**src/design/ebtd_pkg.sv**
```systemverilog
// Shared types, character constants and classification helpers
// for the escaped byte token decoder. No dependencies.
package ebtd_pkg;

	localparam logic [7:0] CH_BSL   = 8'h5C;
	localparam logic [7:0] CH_X     = 8'h78;
	localparam logic [7:0] CH_ZERO  = 8'h30;
	localparam logic [7:0] CH_SPACE = 8'h20;

	localparam int LA_DEPTH = 5;
	localparam int LA_CNT_W = 3;

	localparam logic [1:0] ROLE_ADDR  = 2'd0;
	localparam logic [1:0] ROLE_CMD   = 2'd1;
	localparam logic [1:0] ROLE_PARAM = 2'd2;

	localparam logic [1:0] SKIP_NONE = 2'd0;
	localparam logic [1:0] SKIP_ONE  = 2'd1;
	localparam logic [1:0] SKIP_WS   = 2'd2;

	localparam logic [13:0] DEC_MAX = 14'd255;

	typedef struct packed {
		logic [7:0] char_in;
		logic       msg_last;
	} in_word_t;

	typedef struct packed {
		logic [7:0] token_byte;
		logic [1:0] token_role;
		logic       msg_done;
		logic       burst_end;
	} res_t;

	// stack entry: inner marks replayed held whitespace
	typedef struct packed {
		logic       inner;
		logic [7:0] ch;
	} stk_ent_t;

	function automatic logic is_ws(input logic [7:0] c);
		return (c >= 8'h09 && c <= 8'h0D) || c == 8'h20 || c == 8'h85 || c == 8'hA0;
	endfunction

	function automatic logic is_dec(input logic [7:0] c);
		return c >= 8'h30 && c <= 8'h39;
	endfunction

	function automatic logic is_hex(input logic [7:0] c);
		return is_dec(c) || (c >= 8'h41 && c <= 8'h46) || (c >= 8'h61 && c <= 8'h66);
	endfunction

	function automatic logic [3:0] hex_val(input logic [7:0] c);
		return is_dec(c) ? c[3:0] : c[3:0] + 4'd9;
	endfunction

endpackage

```
**src/design/ebtd_intf.sv**
```systemverilog
// Word channels of the decoder: character input and token output.
// Payload types follow ebtd_pkg field widths.
interface ebtd_in_if;
	logic       valid;
	logic       ready;
	logic [7:0] char_in;
	logic       msg_last;
	modport source(output valid, char_in, msg_last, input ready);
	modport sink(input valid, char_in, msg_last, output ready);
endinterface

interface ebtd_out_if;
	logic       valid;
	logic       ready;
	logic [7:0] token_byte;
	logic [1:0] token_role;
	logic       msg_done;
	logic       burst_end;
	modport source(output valid, token_byte, token_role, msg_done, burst_end, input ready);
	modport sink(input valid, token_byte, token_role, msg_done, burst_end, output ready);
endinterface

```
**src/design/ebtd_fifo.sv**
```systemverilog
// Two-entry word queue with registered storage.
// Used between front and back end and on the output side.
module ebtd_fifo #(
	parameter int WIDTH = 8
) (
	input  logic             clk,
	input  logic             arst_n,
	input  logic             wr_valid,
	output logic             wr_ready,
	input  logic [WIDTH-1:0] wr_data,
	output logic             rd_valid,
	input  logic             rd_ready,
	output logic [WIDTH-1:0] rd_data
);

	logic [WIDTH-1:0] mem_q [2];
	logic             wp_q;
	logic             rp_q;
	logic [1:0]       cnt_q;
	logic             do_wr;
	logic             do_rd;

	assign wr_ready = (cnt_q != 2'd2);
	assign rd_valid = (cnt_q != 2'd0);
	assign rd_data  = mem_q[rp_q];
	assign do_wr    = wr_valid && wr_ready;
	assign do_rd    = rd_valid && rd_ready;

	always_ff @(posedge clk or negedge arst_n) begin
		if (!arst_n) begin
			wp_q  <= 1'b0;
			rp_q  <= 1'b0;
			cnt_q <= 2'd0;
		end else begin
			if (do_wr) wp_q <= ~wp_q;
			if (do_rd) rp_q <= ~rp_q;
			if (do_wr && !do_rd) cnt_q <= cnt_q + 2'd1;
			else if (do_rd && !do_wr) cnt_q <= cnt_q - 2'd1;
		end
	end

	always_ff @(posedge clk) begin
		if (do_wr) mem_q[wp_q] <= wr_data;
	end

endmodule

```
**src/design/ebtd_front.sv**
```systemverilog
// Front end: takes character words, tracks message length and
// drops one-character messages. Depends on ebtd_pkg, ebtd_intf.
module ebtd_front (
	input  logic               clk,
	input  logic               arst_n,
	ebtd_in_if.sink            in_ch,
	output logic               push,
	output ebtd_pkg::in_word_t word,
	input  logic               space
);

	logic [1:0] seen_q;
	logic       acc;

	assign in_ch.ready   = space;
	assign acc           = in_ch.valid && space;
	assign word.char_in  = in_ch.char_in;
	assign word.msg_last = in_ch.msg_last;
	// a message that ends on its first character decodes to nothing
	assign push          = acc && !(in_ch.msg_last && seen_q == 2'd0);

	always_ff @(posedge clk or negedge arst_n) begin
		if (!arst_n) begin
			seen_q <= 2'd0;
		end else if (acc) begin
			if (in_ch.msg_last) seen_q <= 2'd0;
			else if (seen_q != 2'd2) seen_q <= seen_q + 2'd1;
		end
	end

endmodule

```
**src/design/ebtd_back.sv**
```systemverilog
// Back end: escape decoding sequencer with lookahead, replay stack and
// whitespace hold memory. Depends on ebtd_pkg.
module ebtd_back #(
	parameter int HOLD_DEPTH = 32
) (
	input  logic               clk,
	input  logic               arst_n,
	input  logic               mid_valid,
	output logic               mid_ready,
	input  ebtd_pkg::in_word_t mid_data,
	output logic               out_push,
	input  logic               out_full,
	output ebtd_pkg::res_t     out_data
);

	localparam int STK_DEPTH = HOLD_DEPTH + 32;
	localparam int SP_W      = $clog2(STK_DEPTH + 1);
	localparam int SA_W      = $clog2(STK_DEPTH);
	localparam int HC_W      = $clog2(HOLD_DEPTH + 1);
	localparam int HA_W      = (HOLD_DEPTH > 1) ? $clog2(HOLD_DEPTH) : 1;
	localparam int LW        = ebtd_pkg::LA_CNT_W;

	typedef enum logic [9:0] {
		ST_IDLE   = 10'b0000000001,
		ST_EXEC   = 10'b0000000010,
		ST_DECIDE = 10'b0000000100,
		ST_GET    = 10'b0000001000,
		ST_LOAD   = 10'b0000010000,
		ST_REL_RD = 10'b0000100000,
		ST_REL_WR = 10'b0001000000,
		ST_REFEED = 10'b0010000000,
		ST_FINAL  = 10'b0100000000,
		ST_DONE   = 10'b1000000000
	} bk_state_t;

	bk_state_t           state_q;
	ebtd_pkg::stk_ent_t  cur_q;
	logic                end_q;
	logic                de_q;
	logic [7:0]          la_q [ebtd_pkg::LA_DEPTH];
	logic [7:0]          la_sh [ebtd_pkg::LA_DEPTH];
	logic [LW-1:0]       la_cnt_q;
	logic [LW-1:0]       ri_q;
	logic [1:0]          tidx_q;
	logic [1:0]          tidx_n;
	logic [1:0]          skip_q;
	logic [1:0]          skip_nxt;
	logic                dsn_q;
	logic [HC_W-1:0]     held_cnt_q;
	logic [HC_W-1:0]     rel_q;
	logic                dly_v_q;
	logic [7:0]          dly_b_q;
	logic [1:0]          dly_r_q;
	logic                pend_v_q;
	ebtd_pkg::res_t      pend_q;
	logic [SP_W-1:0]     sp_q;
	ebtd_pkg::stk_ent_t  stk_mem [STK_DEPTH];
	ebtd_pkg::stk_ent_t  stk_rd_q;
	logic [7:0]          held_mem [HOLD_DEPTH];
	logic [7:0]          hrd_q;

	// character step
	logic [7:0]          c;
	logic                ws;
	logic                skip_eat;
	logic                hold_it;
	logic                hold_room;
	logic                la_app;

	// stack port
	logic                stk_we;
	ebtd_pkg::stk_ent_t  stk_wd;
	logic [SA_W-1:0]     stk_wa;
	logic [SA_W-1:0]     stk_ra;
	logic [HA_W-1:0]     held_wa;
	logic [HA_W-1:0]     held_ra;

	// token decision
	logic                dec_hit;
	logic [7:0]          dec_tok;
	logic [LW-1:0]       drp;
	logic                dec_rf;
	logic                dec_sk1;
	logic                dec_dsn;
	logic                try_dec;
	logic                two;
	logic [3:0]          d1, d2, d3, d4;
	logic [LW-1:0]       kc;
	logic [6:0]          p2;
	logic [9:0]          p3;
	logic [13:0]         p4;
	logic [13:0]         v;
	logic [7:0]          vpre;
	logic                res_blk;
	logic                dec_go;
	logic                fin_go;
	logic                new_res;

	assign c         = cur_q.ch;
	assign ws        = ebtd_pkg::is_ws(c);
	assign skip_eat  = (skip_q == ebtd_pkg::SKIP_WS && ws) ||
	                   (skip_q == ebtd_pkg::SKIP_ONE && c == ebtd_pkg::CH_SPACE);
	assign skip_nxt  = (skip_q == ebtd_pkg::SKIP_WS && ws) ? ebtd_pkg::SKIP_WS
	                                                       : ebtd_pkg::SKIP_NONE;
	assign hold_it   = dsn_q && !cur_q.inner && ws;
	assign hold_room = held_cnt_q < HC_W'(HOLD_DEPTH);
	assign la_app    = !skip_eat && !hold_it && held_cnt_q == '0 &&
	                   la_cnt_q < LW'(ebtd_pkg::LA_DEPTH);
	assign tidx_n    = (tidx_q == ebtd_pkg::ROLE_PARAM) ? tidx_q : tidx_q + 2'd1;

	assign stk_wa  = SA_W'(sp_q);
	assign stk_ra  = SA_W'(sp_q - SP_W'(1));
	assign held_wa = HA_W'(held_cnt_q);
	assign held_ra = HA_W'(rel_q - HC_W'(1));

	assign res_blk = pend_v_q && out_full;
	assign dec_go  = dec_hit && !(dly_v_q && res_blk);
	assign fin_go  = !(dly_v_q && res_blk);
	assign new_res = dly_v_q && ((state_q == ST_DECIDE && dec_go) ||
	                             (state_q == ST_FINAL && fin_go));

	assign mid_ready = (state_q == ST_IDLE);
	assign out_push  = (new_res && pend_v_q) ||
	                   (state_q == ST_DONE && pend_v_q && !out_full);
	always_comb begin
		out_data           = pend_q;
		out_data.burst_end = (state_q == ST_DONE);
	end

	// stack write source
	always_comb begin
		stk_we = 1'b0;
		stk_wd = cur_q;
		case (state_q)
			ST_EXEC: begin
				stk_we = !skip_eat && ((hold_it && !hold_room) ||
				                       (!hold_it && held_cnt_q != '0));
			end
			ST_REL_WR: begin
				stk_we       = 1'b1;
				stk_wd.inner = 1'b1;
				stk_wd.ch    = hrd_q;
			end
			ST_REFEED: begin
				stk_we       = 1'b1;
				stk_wd.inner = 1'b0;
				stk_wd.ch    = la_q[ri_q - LW'(1)];
			end
			default: begin
				stk_we = 1'b0;
			end
		endcase
	end

	// decimal digit run and its value
	always_comb begin
		d1 = la_q[1][3:0];
		d2 = la_q[2][3:0];
		d3 = la_q[3][3:0];
		d4 = la_q[4][3:0];
		kc = '0;
		if (la_cnt_q > LW'(1) && ebtd_pkg::is_dec(la_q[1])) begin
			kc = LW'(1);
			if (la_cnt_q > LW'(2) && ebtd_pkg::is_dec(la_q[2])) begin
				kc = LW'(2);
				if (la_cnt_q > LW'(3) && ebtd_pkg::is_dec(la_q[3])) begin
					kc = LW'(3);
					if (la_cnt_q > LW'(4) && ebtd_pkg::is_dec(la_q[4])) kc = LW'(4);
				end
			end
		end
		p2 = 7'(d1) * 7'd10 + 7'(d2);
		p3 = 10'(p2) * 10'd10 + 10'(d3);
		p4 = 14'(p3) * 14'd10 + 14'(d4);
		case (kc)
			LW'(1):  v = 14'(d1);
			LW'(2):  v = 14'(p2);
			LW'(3):  v = 14'(p3);
			default: v = p4;
		endcase
		vpre = (kc == LW'(4)) ? p3[7:0] : 8'(p2);
	end

	// one token decision on the lookahead
	always_comb begin
		dec_hit = 1'b0;
		dec_tok = la_q[0];
		drp     = LW'(1);
		dec_rf  = 1'b0;
		dec_sk1 = 1'b0;
		dec_dsn = 1'b0;
		try_dec = 1'b0;
		two     = 1'b0;
		if (la_cnt_q != '0) begin
			if (la_q[0] != ebtd_pkg::CH_BSL) begin
				dec_hit = 1'b1;
			end else if (la_cnt_q == LW'(1)) begin
				if (de_q) begin
					dec_hit = 1'b1;
					dec_tok = ebtd_pkg::CH_BSL;
				end
			end else begin
				try_dec = 1'b1;
				if (la_q[1] == ebtd_pkg::CH_ZERO) begin
					if (la_cnt_q == LW'(2) && !de_q) begin
						try_dec = 1'b0;
					end else if (la_cnt_q >= LW'(3) && la_q[2] == ebtd_pkg::CH_X) begin
						if (la_cnt_q == LW'(3) && !de_q) begin
							try_dec = 1'b0;
						end else if (la_cnt_q >= LW'(4)) begin
							try_dec = 1'b0;
							if (!ebtd_pkg::is_hex(la_q[3])) begin
								dec_hit = 1'b1;
								dec_tok = ebtd_pkg::CH_BSL;
							end else if (la_cnt_q != LW'(4) || de_q) begin
								two     = la_cnt_q == LW'(5) && ebtd_pkg::is_hex(la_q[4]);
								dec_hit = 1'b1;
								dec_tok = two ? {ebtd_pkg::hex_val(la_q[3]),
								                 ebtd_pkg::hex_val(la_q[4])}
								              : {4'h0, ebtd_pkg::hex_val(la_q[3])};
								drp     = two ? LW'(5) : LW'(4);
								dec_rf  = 1'b1;
								dec_sk1 = 1'b1;
							end
						end
					end
				end
				if (try_dec && !(kc < LW'(4) && kc + LW'(1) == la_cnt_q && !de_q)) begin
					dec_hit = 1'b1;
					if (kc == '0) begin
						dec_tok = ebtd_pkg::CH_BSL;
					end else begin
						dec_rf = 1'b1;
						if (v > ebtd_pkg::DEC_MAX) begin
							// last digit goes back as a literal
							dec_tok = vpre;
							drp     = kc;
						end else begin
							dec_tok = v[7:0];
							drp     = kc + LW'(1);
							dec_dsn = 1'b1;
						end
					end
				end
			end
		end
	end

	// lookahead after dropping the decided characters
	always_comb begin
		for (int i = 0; i < ebtd_pkg::LA_DEPTH; i++) begin
			la_sh[i] = la_q[i];
			if (LW'(i) + drp < LW'(ebtd_pkg::LA_DEPTH)) la_sh[i] = la_q[LW'(i) + drp];
		end
	end

	always_ff @(posedge clk or negedge arst_n) begin
		if (!arst_n) begin
			state_q    <= ST_IDLE;
			end_q      <= 1'b0;
			de_q       <= 1'b0;
			la_cnt_q   <= '0;
			ri_q       <= '0;
			tidx_q     <= ebtd_pkg::ROLE_ADDR;
			skip_q     <= ebtd_pkg::SKIP_NONE;
			dsn_q      <= 1'b0;
			held_cnt_q <= '0;
			rel_q      <= '0;
			dly_v_q    <= 1'b0;
			pend_v_q   <= 1'b0;
			sp_q       <= '0;
		end else begin
			if (stk_we) sp_q <= sp_q + SP_W'(1);
			else if (state_q == ST_GET && sp_q != '0) sp_q <= sp_q - SP_W'(1);
			case (state_q)
				ST_IDLE: begin
					if (mid_valid) begin
						end_q   <= mid_data.msg_last;
						state_q <= ST_EXEC;
					end
				end
				ST_EXEC: begin
					skip_q <= skip_nxt;
					if (skip_eat) begin
						state_q <= ST_GET;
					end else if (hold_it && hold_room) begin
						held_cnt_q <= held_cnt_q + HC_W'(1);
						state_q    <= ST_GET;
					end else if (hold_it || held_cnt_q != '0) begin
						rel_q   <= held_cnt_q;
						state_q <= ST_REL_RD;
					end else begin
						if (la_app) la_cnt_q <= la_cnt_q + LW'(1);
						de_q    <= 1'b0;
						state_q <= ST_DECIDE;
					end
				end
				ST_DECIDE: begin
					if (!dec_hit) begin
						state_q <= de_q ? ST_FINAL : ST_GET;
					end else if (dec_go) begin
						dly_v_q  <= 1'b1;
						tidx_q   <= tidx_n;
						if (dly_v_q) pend_v_q <= 1'b1;
						la_cnt_q <= la_cnt_q - drp;
						if (dec_sk1) skip_q <= ebtd_pkg::SKIP_ONE;
						if (dec_dsn) begin
							skip_q <= ebtd_pkg::SKIP_WS;
							dsn_q  <= 1'b1;
						end
						if (dec_rf) begin
							ri_q    <= la_cnt_q - drp;
							state_q <= (la_cnt_q == drp) ? ST_GET : ST_REFEED;
						end
					end
				end
				ST_REFEED: begin
					ri_q <= ri_q - LW'(1);
					if (ri_q == LW'(1)) begin
						la_cnt_q <= '0;
						state_q  <= ST_GET;
					end
				end
				ST_GET: begin
					if (sp_q != '0) begin
						state_q <= ST_LOAD;
					end else if (end_q) begin
						held_cnt_q <= '0;
						de_q       <= 1'b1;
						state_q    <= ST_DECIDE;
					end else begin
						state_q <= ST_DONE;
					end
				end
				ST_LOAD: begin
					state_q <= ST_EXEC;
				end
				ST_REL_RD: begin
					state_q <= ST_REL_WR;
				end
				ST_REL_WR: begin
					rel_q <= rel_q - HC_W'(1);
					if (rel_q == HC_W'(1)) begin
						held_cnt_q <= '0;
						state_q    <= ST_GET;
					end else begin
						state_q <= ST_REL_RD;
					end
				end
				ST_FINAL: begin
					if (fin_go) begin
						if (dly_v_q) pend_v_q <= 1'b1;
						dly_v_q    <= 1'b0;
						tidx_q     <= ebtd_pkg::ROLE_ADDR;
						skip_q     <= ebtd_pkg::SKIP_NONE;
						dsn_q      <= 1'b0;
						held_cnt_q <= '0;
						la_cnt_q   <= '0;
						state_q    <= ST_DONE;
					end
				end
				ST_DONE: begin
					if (!pend_v_q) begin
						state_q <= ST_IDLE;
					end else if (!out_full) begin
						pend_v_q <= 1'b0;
						state_q  <= ST_IDLE;
					end
				end
				default: begin
					state_q <= ST_IDLE;
				end
			endcase
		end
	end

	// payload and memories
	always_ff @(posedge clk) begin
		stk_rd_q <= stk_mem[stk_ra];
		hrd_q    <= held_mem[held_ra];
		if (stk_we) stk_mem[stk_wa] <= stk_wd;
		if (state_q == ST_IDLE && mid_valid) begin
			cur_q.inner <= 1'b0;
			cur_q.ch    <= mid_data.char_in;
		end
		if (state_q == ST_LOAD) cur_q <= stk_rd_q;
		if (state_q == ST_EXEC) begin
			if (!skip_eat && hold_it && hold_room) held_mem[held_wa] <= c;
			if (la_app) la_q[la_cnt_q] <= c;
		end
		if (state_q == ST_DECIDE && dec_go) begin
			la_q    <= la_sh;
			dly_b_q <= dec_tok;
			dly_r_q <= tidx_q;
			if (dly_v_q) begin
				pend_q.token_byte <= dly_b_q;
				pend_q.token_role <= dly_r_q;
				pend_q.msg_done   <= 1'b0;
				pend_q.burst_end  <= 1'b0;
			end
		end
		if (state_q == ST_FINAL && fin_go && dly_v_q) begin
			pend_q.token_byte <= dly_b_q;
			pend_q.token_role <= dly_r_q;
			pend_q.msg_done   <= 1'b1;
			pend_q.burst_end  <= 1'b0;
		end
	end

endmodule

```
**src/design/escaped_byte_token_decoder.sv**
```systemverilog
// Top level of the escaped byte token decoder.
// Depends on ebtd_pkg, ebtd_intf, ebtd_fifo, ebtd_front, ebtd_back.

// Turns message characters into byte tokens. Plain characters pass through;
// a backslash escape "\0x" with one or two hex digits yields that byte and
// eats one following space; a backslash with one to four decimal digits
// yields their value (above 255 the last digit comes back as a literal) and
// eats following whitespace, after which trailing whitespace of the message
// is held in a HOLD_DEPTH-entry memory and dropped at message end. The first
// token is tagged address, the second command, the rest parameters; the
// final token carries msg_done and the last word caused by an input carries
// burst_end. Sequencing: one input word is decoded at a time by the back-end
// sequencer. A plain character passes through take, step, emit, empty
// decision, stack check and flush; each character re-run from the replay
// stack adds a memory read, load and step, plus its decisions once it reaches
// the lookahead, each lookahead character put back on the stack adds a refeed
// step, and each released held whitespace character a hold memory read and a
// stack write. Waiting on a full output queue adds on top.
// The two-entry front queue takes the next word while the back end
// works, and the two-entry output queue decouples the token consumer.
// No clearing pass is needed after reset.
module escaped_byte_token_decoder #(
	parameter int HOLD_DEPTH = 32
) (
	input  logic        clk,
	input  logic        arst_n,
	ebtd_in_if.sink     in_ch,
	ebtd_out_if.source  out_ch
);

	localparam int IN_W  = $bits(ebtd_pkg::in_word_t);
	localparam int RES_W = $bits(ebtd_pkg::res_t);

	ebtd_pkg::in_word_t front_word;
	ebtd_pkg::in_word_t mid_word;
	logic               front_push;
	logic               mid_space;
	logic               mid_valid;
	logic               mid_ready;
	logic [IN_W-1:0]    mid_vec;

	ebtd_pkg::res_t     back_res;
	ebtd_pkg::res_t     out_word;
	logic               back_push;
	logic               out_space;
	logic [RES_W-1:0]   out_vec;

	// accept, count characters, drop single-character messages
	ebtd_front u_front (
		.clk    (clk),
		.arst_n (arst_n),
		.in_ch  (in_ch),
		.push   (front_push),
		.word   (front_word),
		.space  (mid_space)
	);

	// decouples acceptance from decoding
	ebtd_fifo #(
		.WIDTH (IN_W)
	) u_mid_q (
		.clk      (clk),
		.arst_n   (arst_n),
		.wr_valid (front_push),
		.wr_ready (mid_space),
		.wr_data  (front_word),
		.rd_valid (mid_valid),
		.rd_ready (mid_ready),
		.rd_data  (mid_vec)
	);

	assign mid_word = mid_vec;

	// decode sequencer
	ebtd_back #(
		.HOLD_DEPTH (HOLD_DEPTH)
	) u_back (
		.clk       (clk),
		.arst_n    (arst_n),
		.mid_valid (mid_valid),
		.mid_ready (mid_ready),
		.mid_data  (mid_word),
		.out_push  (back_push),
		.out_full  (!out_space),
		.out_data  (back_res)
	);

	// registered output side
	ebtd_fifo #(
		.WIDTH (RES_W)
	) u_out_q (
		.clk      (clk),
		.arst_n   (arst_n),
		.wr_valid (back_push),
		.wr_ready (out_space),
		.wr_data  (back_res),
		.rd_valid (out_ch.valid),
		.rd_ready (out_ch.ready),
		.rd_data  (out_vec)
	);

	assign out_word          = out_vec;
	assign out_ch.token_byte = out_word.token_byte;
	assign out_ch.token_role = out_word.token_role;
	assign out_ch.msg_done   = out_word.msg_done;
	assign out_ch.burst_end  = out_word.burst_end;

endmodule

```
**src/flat_wrapper.sv**
```systemverilog
// flat-port wrapper written by rule: the top's interface ports become plain ports
module escaped_byte_token_decoder_flat 
#(
	parameter int HOLD_DEPTH = 32
)
  (clk, arst_n, in_ch_valid, in_ch_char_in, in_ch_msg_last, in_ch_ready, out_ch_valid, out_ch_token_byte, out_ch_token_role, out_ch_msg_done, out_ch_burst_end, out_ch_ready);
  ebtd_in_if in_ch_i ();
  ebtd_out_if out_ch_i ();
  input  logic clk;
  input  logic arst_n;
  input wire logic [$bits(in_ch_i.valid)-1:0] in_ch_valid;
  input wire logic [$bits(in_ch_i.char_in)-1:0] in_ch_char_in;
  input wire logic [$bits(in_ch_i.msg_last)-1:0] in_ch_msg_last;
  output wire logic [$bits(in_ch_i.ready)-1:0] in_ch_ready;
  output wire logic [$bits(out_ch_i.valid)-1:0] out_ch_valid;
  output wire logic [$bits(out_ch_i.token_byte)-1:0] out_ch_token_byte;
  output wire logic [$bits(out_ch_i.token_role)-1:0] out_ch_token_role;
  output wire logic [$bits(out_ch_i.msg_done)-1:0] out_ch_msg_done;
  output wire logic [$bits(out_ch_i.burst_end)-1:0] out_ch_burst_end;
  input wire logic [$bits(out_ch_i.ready)-1:0] out_ch_ready;
  assign in_ch_i.valid = in_ch_valid;
  assign in_ch_i.char_in = in_ch_char_in;
  assign in_ch_i.msg_last = in_ch_msg_last;
  assign in_ch_ready = in_ch_i.ready;
  assign out_ch_valid = out_ch_i.valid;
  assign out_ch_token_byte = out_ch_i.token_byte;
  assign out_ch_token_role = out_ch_i.token_role;
  assign out_ch_msg_done = out_ch_i.msg_done;
  assign out_ch_burst_end = out_ch_i.burst_end;
  assign out_ch_i.ready = out_ch_ready;
  escaped_byte_token_decoder #(.HOLD_DEPTH(HOLD_DEPTH)) u_core (.clk(clk), .arst_n(arst_n), .in_ch(in_ch_i), .out_ch(out_ch_i));
endmodule
```
**config.mk**
```make
export PLATFORM = sky130hd
export DESIGN_NAME = escaped_byte_token_decoder_flat
export DESIGN_NICKNAME = d
export VERILOG_FILES = /design/src/design/ebtd_pkg.sv /design/src/design/ebtd_intf.sv /design/src/design/ebtd_fifo.sv /design/src/design/ebtd_front.sv /design/src/design/ebtd_back.sv /design/src/design/escaped_byte_token_decoder.sv /design/src/flat_wrapper.sv
export SDC_FILE = /design/constraint.sdc
export NUM_CORES = 1
export LEC_CHECK = 0
export ABC_AREA = 1
export ABC_CLOCK_PERIOD_IN_PS = 7300
export BUFFER_PORTS_ARGS = -buffer_cell sky130_fd_sc_hd__buf_4
export CAP_MARGIN = 10
export CORE_AREA = 2 2 294 296
export CTS_CLUSTER_DIAMETER = 80
export DETAILED_ROUTE_END_ITERATION = 10
export DIE_AREA = 0 0 296 298
export PLACE_DENSITY_LB_ADDON = 0.3
export SETUP_SLACK_MARGIN = 0.2
export SLEW_MARGIN = 20
export SYNTH_ARGS = -nofsm -noshare
export SYNTH_HDL_FRONTEND = slang
export SYNTH_HIERARCHICAL = 1
export SYNTH_SLANG_ARGS = --single-unit
```
**constraint.sdc**
```tcl
create_clock -name clk -period 7.3 [get_ports clk]
set_input_delay 2.19 -clock clk [delete_from_list [all_inputs] [get_ports clk]]
set_output_delay 2.19 -clock clk [all_outputs]
set_load 0.01 [all_outputs]
```
Word-level counts from Yosys, hierarchy flattened
Memory sizes are Yosys's and may differ from the RTL's. A register that Yosys moved wholly into a read port is not among the register bits.
Cells that the tools add are included.
Widths: inputs -> output; s select.
{ "classes": {"n_addsub": 23, "mul": 3, "n_lt_le_gt_ge": 41, "eq_ne": 61, "mux": 203, "n_bitwise": 11, "n_reduce_logical": 128} }
{ "op_table": {"columns": ["operator", "count"], "rows": [
  ["$mux 8", 35],
  ["$bmux 8 s3", 6],
  ["$mux 40", 3],
  ["$mux 10", 10],
  ["$pmux 10 s10", 1],
  ["$mux 3", 28],
  ["$mux 6", 13],
  ["$mux 1", 67],
  ["$logic_and 1x1->1", 56],
  ["$pmux 14 s3", 1],
  ["$bwmux 40", 1],
  ["$ne 2x2->1 const B", 20],
  ["$mux 12", 3],
  ["$ge 8x6->1 const B", 4],
  ["$ge 8x7->1 const B", 4],
  ["$le 8x6->1 const B", 4],
  ["$le 8x7->1 const B", 4],
  ["$mux 2", 15],
  ["$reduce_bool 2->1", 15],
  ["$ge 4x4->1 const B", 7],
  ["$not 3->4", 7],
  ["$mux 9", 3],
  ["$demux 8 s3", 1],
  ["$pmux 6 s4", 1],
  ["other kinds (82)", 161]
]} }
{ "totals": {"reg_bits": 124, "ramBits": 874, "inputBits": 13, "output_inout_bits": 14, "elab_cells": 506, "mem_count": 4} }
{ "mem_list": {"columns": ["name", "words", "word_bits", "rd", "rd_clocked_by_memory_dff", "wr", "line_no", "rtl"], "rows": [
  ["u_core.u_back.stk_mem", 64, 9, 1, 1, 1, "ebtd_back.sv:57", "ebtd_pkg::stk_ent_t stk_mem [STK_DEPTH];"],
  ["u_core.u_back.held_mem", 32, 8, 1, 1, 1, "ebtd_back.sv:59", "logic [7:0] held_mem [HOLD_DEPTH];"],
  ["u_core.u_out_q.mem_q", 2, 12, 1, 0, 1, "ebtd_fifo.sv:16", "logic [WIDTH-1:0] mem_q [2];"],
  ["u_core.u_mid_q.mem_q", 2, 9, 1, 0, 1, "ebtd_fifo.sv:16", null]
]} }

Logic depth before layout (Yosys ltp)
{ "depth": {"word_depth": 28, "ltp_mapped": 52, "mapped_depth_nobuf": 51} }

By module
Netlist, hierarchy kept.
{ "by_module_without_submodules": {"columns": ["mod", "n_inst", "cells_each", "area_each_um2", "seq_area_each_um2"], "rows": [
  ["ebtd_back", 1, 3926, 44177.4, 28518.6],
  ["ebtd_fifo at u_core.u_out_q", 1, 91, 1119.8, 820.8],
  ["ebtd_fifo at u_core.u_mid_q", 1, 75, 898.4, 640.6],
  ["ebtd_front", 1, 31, 222.7, 50.0],
  ["escaped_byte_token_decoder", 1, 1, 3.8, 0.0]
]} }

Worst setup path before layout
No wires, ideal clock.
{ "synth_timing": {"path_type": "reg-to-reg", "startpoint": "reg u_core.u_back.la_q (netlist bit u_core/u_back/d1[1])", "endpoint": "reg u_core.u_back.la_q (netlist bit u_core/u_back/d3[0]), enable pin", "setup_ns": 0.376, "t_arrival_ns": 6.730, "t_required_ns": 6.924, "path_slack_ns": 0.194, "stages_incl_launch_ff": 41, "n_path_buf": 4, "period_less_slack_ns": 7.106, "cell_sequence": "edfxtp_1 ha_1 ha_1 inv_1 fa_1 xnor2_1 ha_1 ha_1 xnor2_1 nor2_1 or2_2 nand2_1 inv_1 ha_1 ha_1 nand2_1 nor2_1 nand2_1 [... 5 more ...] nand3_1 nor2_1 nand2_1 nand2_2 nand2_4 nand2_1 nand2_1 nand2_1 nand2_2 nand2_4 nand2_4 buf_6 buf_2 ha_1 clkbuf_1 clkbuf_1 a21oi_1 o22ai_1"} }
{ "synth_between": {"elab_chain_cells": 18, "word_cells_on_any_way": 49, "classes_between": "add/sub: 5; mul: 3; order compare: 5; eq/ne: 6; mux: 18; reduce/logical: 12"} }
{ "synth_lines": {"columns": ["element", "line_no", "rtl"], "rows": [
  ["start: declaration", "ebtd_back.sv:40", "logic [7:0] la_q [ebtd_pkg::LA_DEPTH];"],
  ["start signal: assignment", "ebtd_back.sv:392", "la_q <= la_sh;"],
  ["$mul 4x3->6, or another cell as far along", "ebtd_back.sv:172", "p2 = 7'(d1) * 7'd10 + 7'(d2);"],
  ["$add 7x4->7 / $logic_and 1x1->1 (equally long branches)", "ebtd_back.sv:172, ebtd_pkg.sv:46", null],
  ["$mul 7x3->9 / $logic_and 1x1->1 (equally long branches)", "ebtd_back.sv:173, ebtd_back.sv:162", null],
  ["$add 10x4->10 / $mux 3 (equally long branches)", "ebtd_back.sv:173, ebtd_back.sv:162", null],
  ["$mul 10x3->13 / $add 3x1->3 (equally long branches)", "ebtd_back.sv:174, ebtd_back.sv:228, ebtd_back.sv:240", null],
  ["$add 14x4->14 / $eq 3x3->1 (equally long branches)", "ebtd_back.sv:174, ebtd_back.sv:228", null],
  ["$pmux 14 s3 / $logic_and 1x1->1 (equally long branches)", "ebtd_back.sv:175, ebtd_back.sv:228", null],
  ["$gt 14x8->1 / $logic_and 1x1->1 (equally long branches)", "ebtd_back.sv:234, ebtd_back.sv:228", null],
  ["[... 2 more ...]", null, null],
  ["$mux 3 / $mux 1 (equally long branches)", "ebtd_back.sv:228", "if (try_dec && !(kc < LW'(4) && kc + LW'(1) == la_cnt_q && !de_q)) begin"],
  ["$mux 3 / $mux 1 (equally long branches)", "ebtd_back.sv:197", "end else if (la_cnt_q == LW'(1)) begin"],
  ["$mux 3 / $mux 1 (equally long branches)", "ebtd_back.sv:195", "if (la_q[0] != ebtd_pkg::CH_BSL) begin"],
  ["$mux 3 / $mux 1 (equally long branches)", "ebtd_back.sv:194", "if (la_cnt_q != '0) begin"],
  ["$add 2x3->3 / $logic_and 1x1->1 (equally long branches)", "ebtd_back.sv:253, ebtd_back.sv:117", null],
  ["$lt 3x3->1 / $logic_and 1x1->1 (equally long branches)", "ebtd_back.sv:253, ebtd_back.sv:391", null],
  ["$ne 2x1->1 (no source line) / $reduce_bool 2->1 (equally long branches)", null, null],
  ["$reduce_and 3->1 (no source line) *", null, null]
]} }
Every way passes the cells marked *; elsewhere a longest branch is shown, timed or not. The select of a mux whose other input is x is not followed.
A chain may end at the register's enable or synchronous reset.

Final worst setup path
{ "layout_timing": {"startpoint": "reg u_core.u_back.la_q (netlist bit u_core/u_back/d1[1])", "endpoint": "reg u_core/u_back/la_q[12] in the netlist's numbering, enable pin"} }
The elaborated chain is that of the path after synthesis.

==> impl_metrics.json <==
{
  "clock_latency_ps": 690,
  "wl_per_cell_um": 21.92,
  "initial_core_util": 0.5469,
  "die-area_mm2": 0.08821,
  "grt_start_max_net_pins": 146,
  "setup_violations": 0,
  "tns_ps": 0,
  "yosysTopAreaCell": "edfxtp_1",
  "crit_type": "reg -> reg",
  "cts.htree.levels": 3,
  "cp_common_cell": "nand2_1",
  "period_share": 0.9039,
  "drtIter0Drc": 3584,
  "fin_ws_ps": 701.4,
  "wl_met1_um": 48230,
  "whs_path_depth": 0,
  "cts_made_buffers": 100,
  "power_uw": 23920,
  "p_clk_frac": 0.216,
  "dr.max_layer_used": "met5",
  "rsz0062_at_grt": "no",
  "min_to": "u_core/u_out_q/mem_q[1][2]",
  "min_path_type": "reg -> reg",
  "die_width_um": 296,
  "antenna_cells": 0,
  "start_kind": "register",
  "dp.cells": 5150,
  "postCtsHoldBufs": 0,
  "p_leak_uw": 0.01842,
  "clk_path_buf_depth": 3,
  "powerDensity_mw_per_mm2": 465.2,
  "outcome": "completed",
  "finalNetCount": 4213,
  "synth_cell_types": 61,
  "final_antenna_net_count": 0,
  "synthArstFlopShare": 0.05320,
  "synth_top_area_frac": 0.6100,
  "rrSetupSlack_ps": 700,
  "max-vdd-ir-drop_mv": 0.6078,
  "boundaryPins": 27,
  "fin_cells": 5341,
  "critPathMaxStageDelay_ps": 490,
  "dr_wl_met3_um": 10280,
  "path_clk_slew_ps": 60,
  "cap_violations": 0,
  "internal-power_uw": 13850,
  "preCtsSetupSlack_ps": 119.0,
  "switchingPower_uw": 10070,
  "gp_congestion": 1.002,
  "synth_area_mm2": 0.04642,
  "yosysSeqAreaShare": 0.6469,
  "fp-row-count": 107,
  "final_layout_size_suffix_gt1_frac": 0.09126,
  "ys_top_cells_by_area": "edfxtp_1 (61%), nor2_1 (5.2%), nand2_1 (4.5%)",
  "area_delta_synth_final_pct": 10.74,
  "nFillCells": 6698,
  "fmax_mhz": 151.5,
  "port_buffers": 26,
  "r2r_end": "u_core/u_back/la_q[12]",
  "core_mm2": 0.08488,
  "cp_top_family": "simple AND/OR/NAND/NOR gates",
  "relSlewSlack": 0.2685,
  "antenna_found_initial": 5,
  "totalWireLength_um": 117100,
  "avgSynthCellArea_um2": 11.26,
  "synth-main-ff-cell": "edfxtp_1",
  "worst_pin_slew_ps": 1088,
  "whs_ps": 445.1,
  "min_period_ps": 6599,
  "crit_slowest_cell": "fa_2",
  "cp-end-kind": "register",
  "vias_per_cell": 6.037,
  "drc_errors": 0,
  "ctsRootBufferMaster": "clkbuf_16",
  "die_y_um": 298,
  "synth_nets": 4223,
  "grt_pass1_vias": 30100,
  "min_from": "u_core/u_back/out_data[2]",
  "dr_wl_met2_um": 53780,
  "reg2reg_depth": 40,
  "dp.final_hpwl_um": 72190,
  "ys_seq_elements": 1015,
  "power_frac_comb": 0.457,
  "grt_overflow": 0,
  "vias": 32240,
  "rr_startpoint": "u_core/u_back/d1[1]",
  "crit_buf_inv": 7,
  "cp_max_fo": 15,
  "finClkSkew_ps": 38.37,
  "clock_sinks": 1015,
  "p_sw_frac": 0.4211,
  "grt_usage": 0.2624,
  "seqPwrFrac": 0.327,
  "cp.arrival_ps": 6920,
  "cts_tree": "yes",
  "hold_viol": 0,
  "worst_ep_required_time_ps": 7620,
  "maxSlewViolCount": 0,
  "synth_edf_count": 943,
  "drt_first_pass_iters": 7,
  "grt_first_pass_wirelength_um": 177200,
  "synth_cells": 4124,
  "yosysWarningCount": 6
}
==> cell type report <==
type / instances / area [um^2] / area share
Inverter: 271 / 1042 / 0.02027
Multi-Input combinational cell: 2628 / 14770 / 0.2872
Clock inverter: 55 / 606.8 / 0.01180
Sequential cell: 1015 / 30040 / 0.5843
Timing Repair Buffer: 98 / 764.5 / 0.01487
Tap cell: 1144 / 1431 / 0.02784
Clock buffer: 130 / 2760 / 0.05369
==> flip-flops by register name (all words and copies together) (netlist names), 3 cells and up <==
name / cells
u_core/u_back/c: 8
u_core/u_back/d1: 4
u_core/u_back/d2: 4
u_core/u_back/d3: 4
u_core/u_back/d4: 4
u_core/u_back/dly_b_q: 8
u_core/u_back/held_cnt_q: 6
u_core/u_back/held_mem: 256
u_core/u_back/hrd_q: 8
u_core/u_back/la_cnt_q: 3
u_core/u_back/la_q: 24
u_core/u_back/out_data: 11
u_core/u_back/rel_q: 6
u_core/u_back/ri_q: 3
u_core/u_back/sp_q: 7
u_core/u_back/state_q: 10
u_core/u_back/stk_mem: 576
u_core/u_back/stk_rd_q: 9
u_core/u_mid_q/mem_q: 18
u_core/u_out_q/mem_q: 24
==> power by group through the flow <==
| stage | clock (uW) | combinational, uW | sequential (uW) |
|---|---|---|---|
| after floorplan | 0 | 7210 | 7860 |
| after global placement | 0 | 10300 | 7920 |
| after detailed placement | 0 | 10400 | 7930 |
| after CTS | 5240 | 10400 | 7810 |
| after global routing | 5460 | 12000 | 7850 |
| final | 5170 | 10900 | 7820 |
==> how the worst max path moves through the flow <==
stage                        start                      to  cells past startpoint
2_1_floorplan  u_core/u_back/d1[1]     u_core/u_back/d3[0]                     40
3_3_place_gp   u_core/u_back/d1[0]  u_core/u_back/la_q[13]                     34
3_5_place_dp   u_core/u_back/d1[1]  u_core/u_back/la_q[14]                     38
4_1_cts        u_core/u_back/d1[1]  u_core/u_back/la_q[34]                     39
5_1_grt        u_core/u_back/d1[0]     u_core/u_back/d3[2]                     39
6_report       u_core/u_back/d1[1]  u_core/u_back/la_q[12]                     40
==> worst reg2reg max path, delay by kind of cell (launching register included) <==
| kind | cells | cell delay (ps) |
|---|---|---|
| buf+inv | 7 | 730 |
| xor+xnor | 2 | 350 |
| simple gates | 23 | 2400 |
| compound gates | 2 | 360 |
| fa+ha+maj | 6 | 2060 |
| flops | 1 | 400 |
==> cells in the final DEF, fill, tap and decap left out, drive strengths merged, types with 79 or more instances in the layout <==
master	count
buf	98
nor2	659
nand3	279
o32ai	95
o221ai	119
nand2	586
mux2i	113
clkbuf	130
o21ai	361
ha	79
inv	265
edfxtp	943
o211ai	92
==> metal layers <==
layer / vias to the layer above / GRT usage
met5: - / 0
met4: 10 / 0.1022
met3: 294 / 0.04454
met2: 1475 / 0.4045
met1: 15540 / 0.3739
li1: 14930 / -
==> Yosys cell counts (all sizes together) (29+ instances only) <==
library cell / instances
edfxtp: 943
nor2: 659
nand2: 586
o21ai: 361
nand3: 279
inv: 263
clkbuf: 165
o221ai: 119
mux2i: 113
o32ai: 95
o211ai: 92
ha: 79
a21oi: 71
dfrtp: 53
buf: 45
nand4: 29
==> cell families after synthesis <==
kind of cell | Yosys count | share of synthesized area
xor+xnor | 32 | 0.006361
buf+inv | 481 | 0.04094
simple gates | 1605 | 0.1462
fa+ha+maj | 86 | 0.02431
compound gates | 786 | 0.1095
mux | 119 | 0.02582
flops | 1015 | 0.6469
==> repair_timing <==
action | 4_1_cts | 5_1_grt
pin swaps | 0 | 10
gates cloned | 0 | 0
endpoints found under the setup margin | 32 | 87
resized for setup | 3 | 40
setup buffers | 0 | 6
==> stage by stage <==
stage	instance area [um^2]	utilization
after floorplan	46430	-
after global placement	47780	0.5629
after detailed placement	47780	0.5629
after CTS	51170	0.6028
after global routing	51410	0.6057
final	51410	0.6057
No activity file was read; power rests on OpenSTA's default activity.
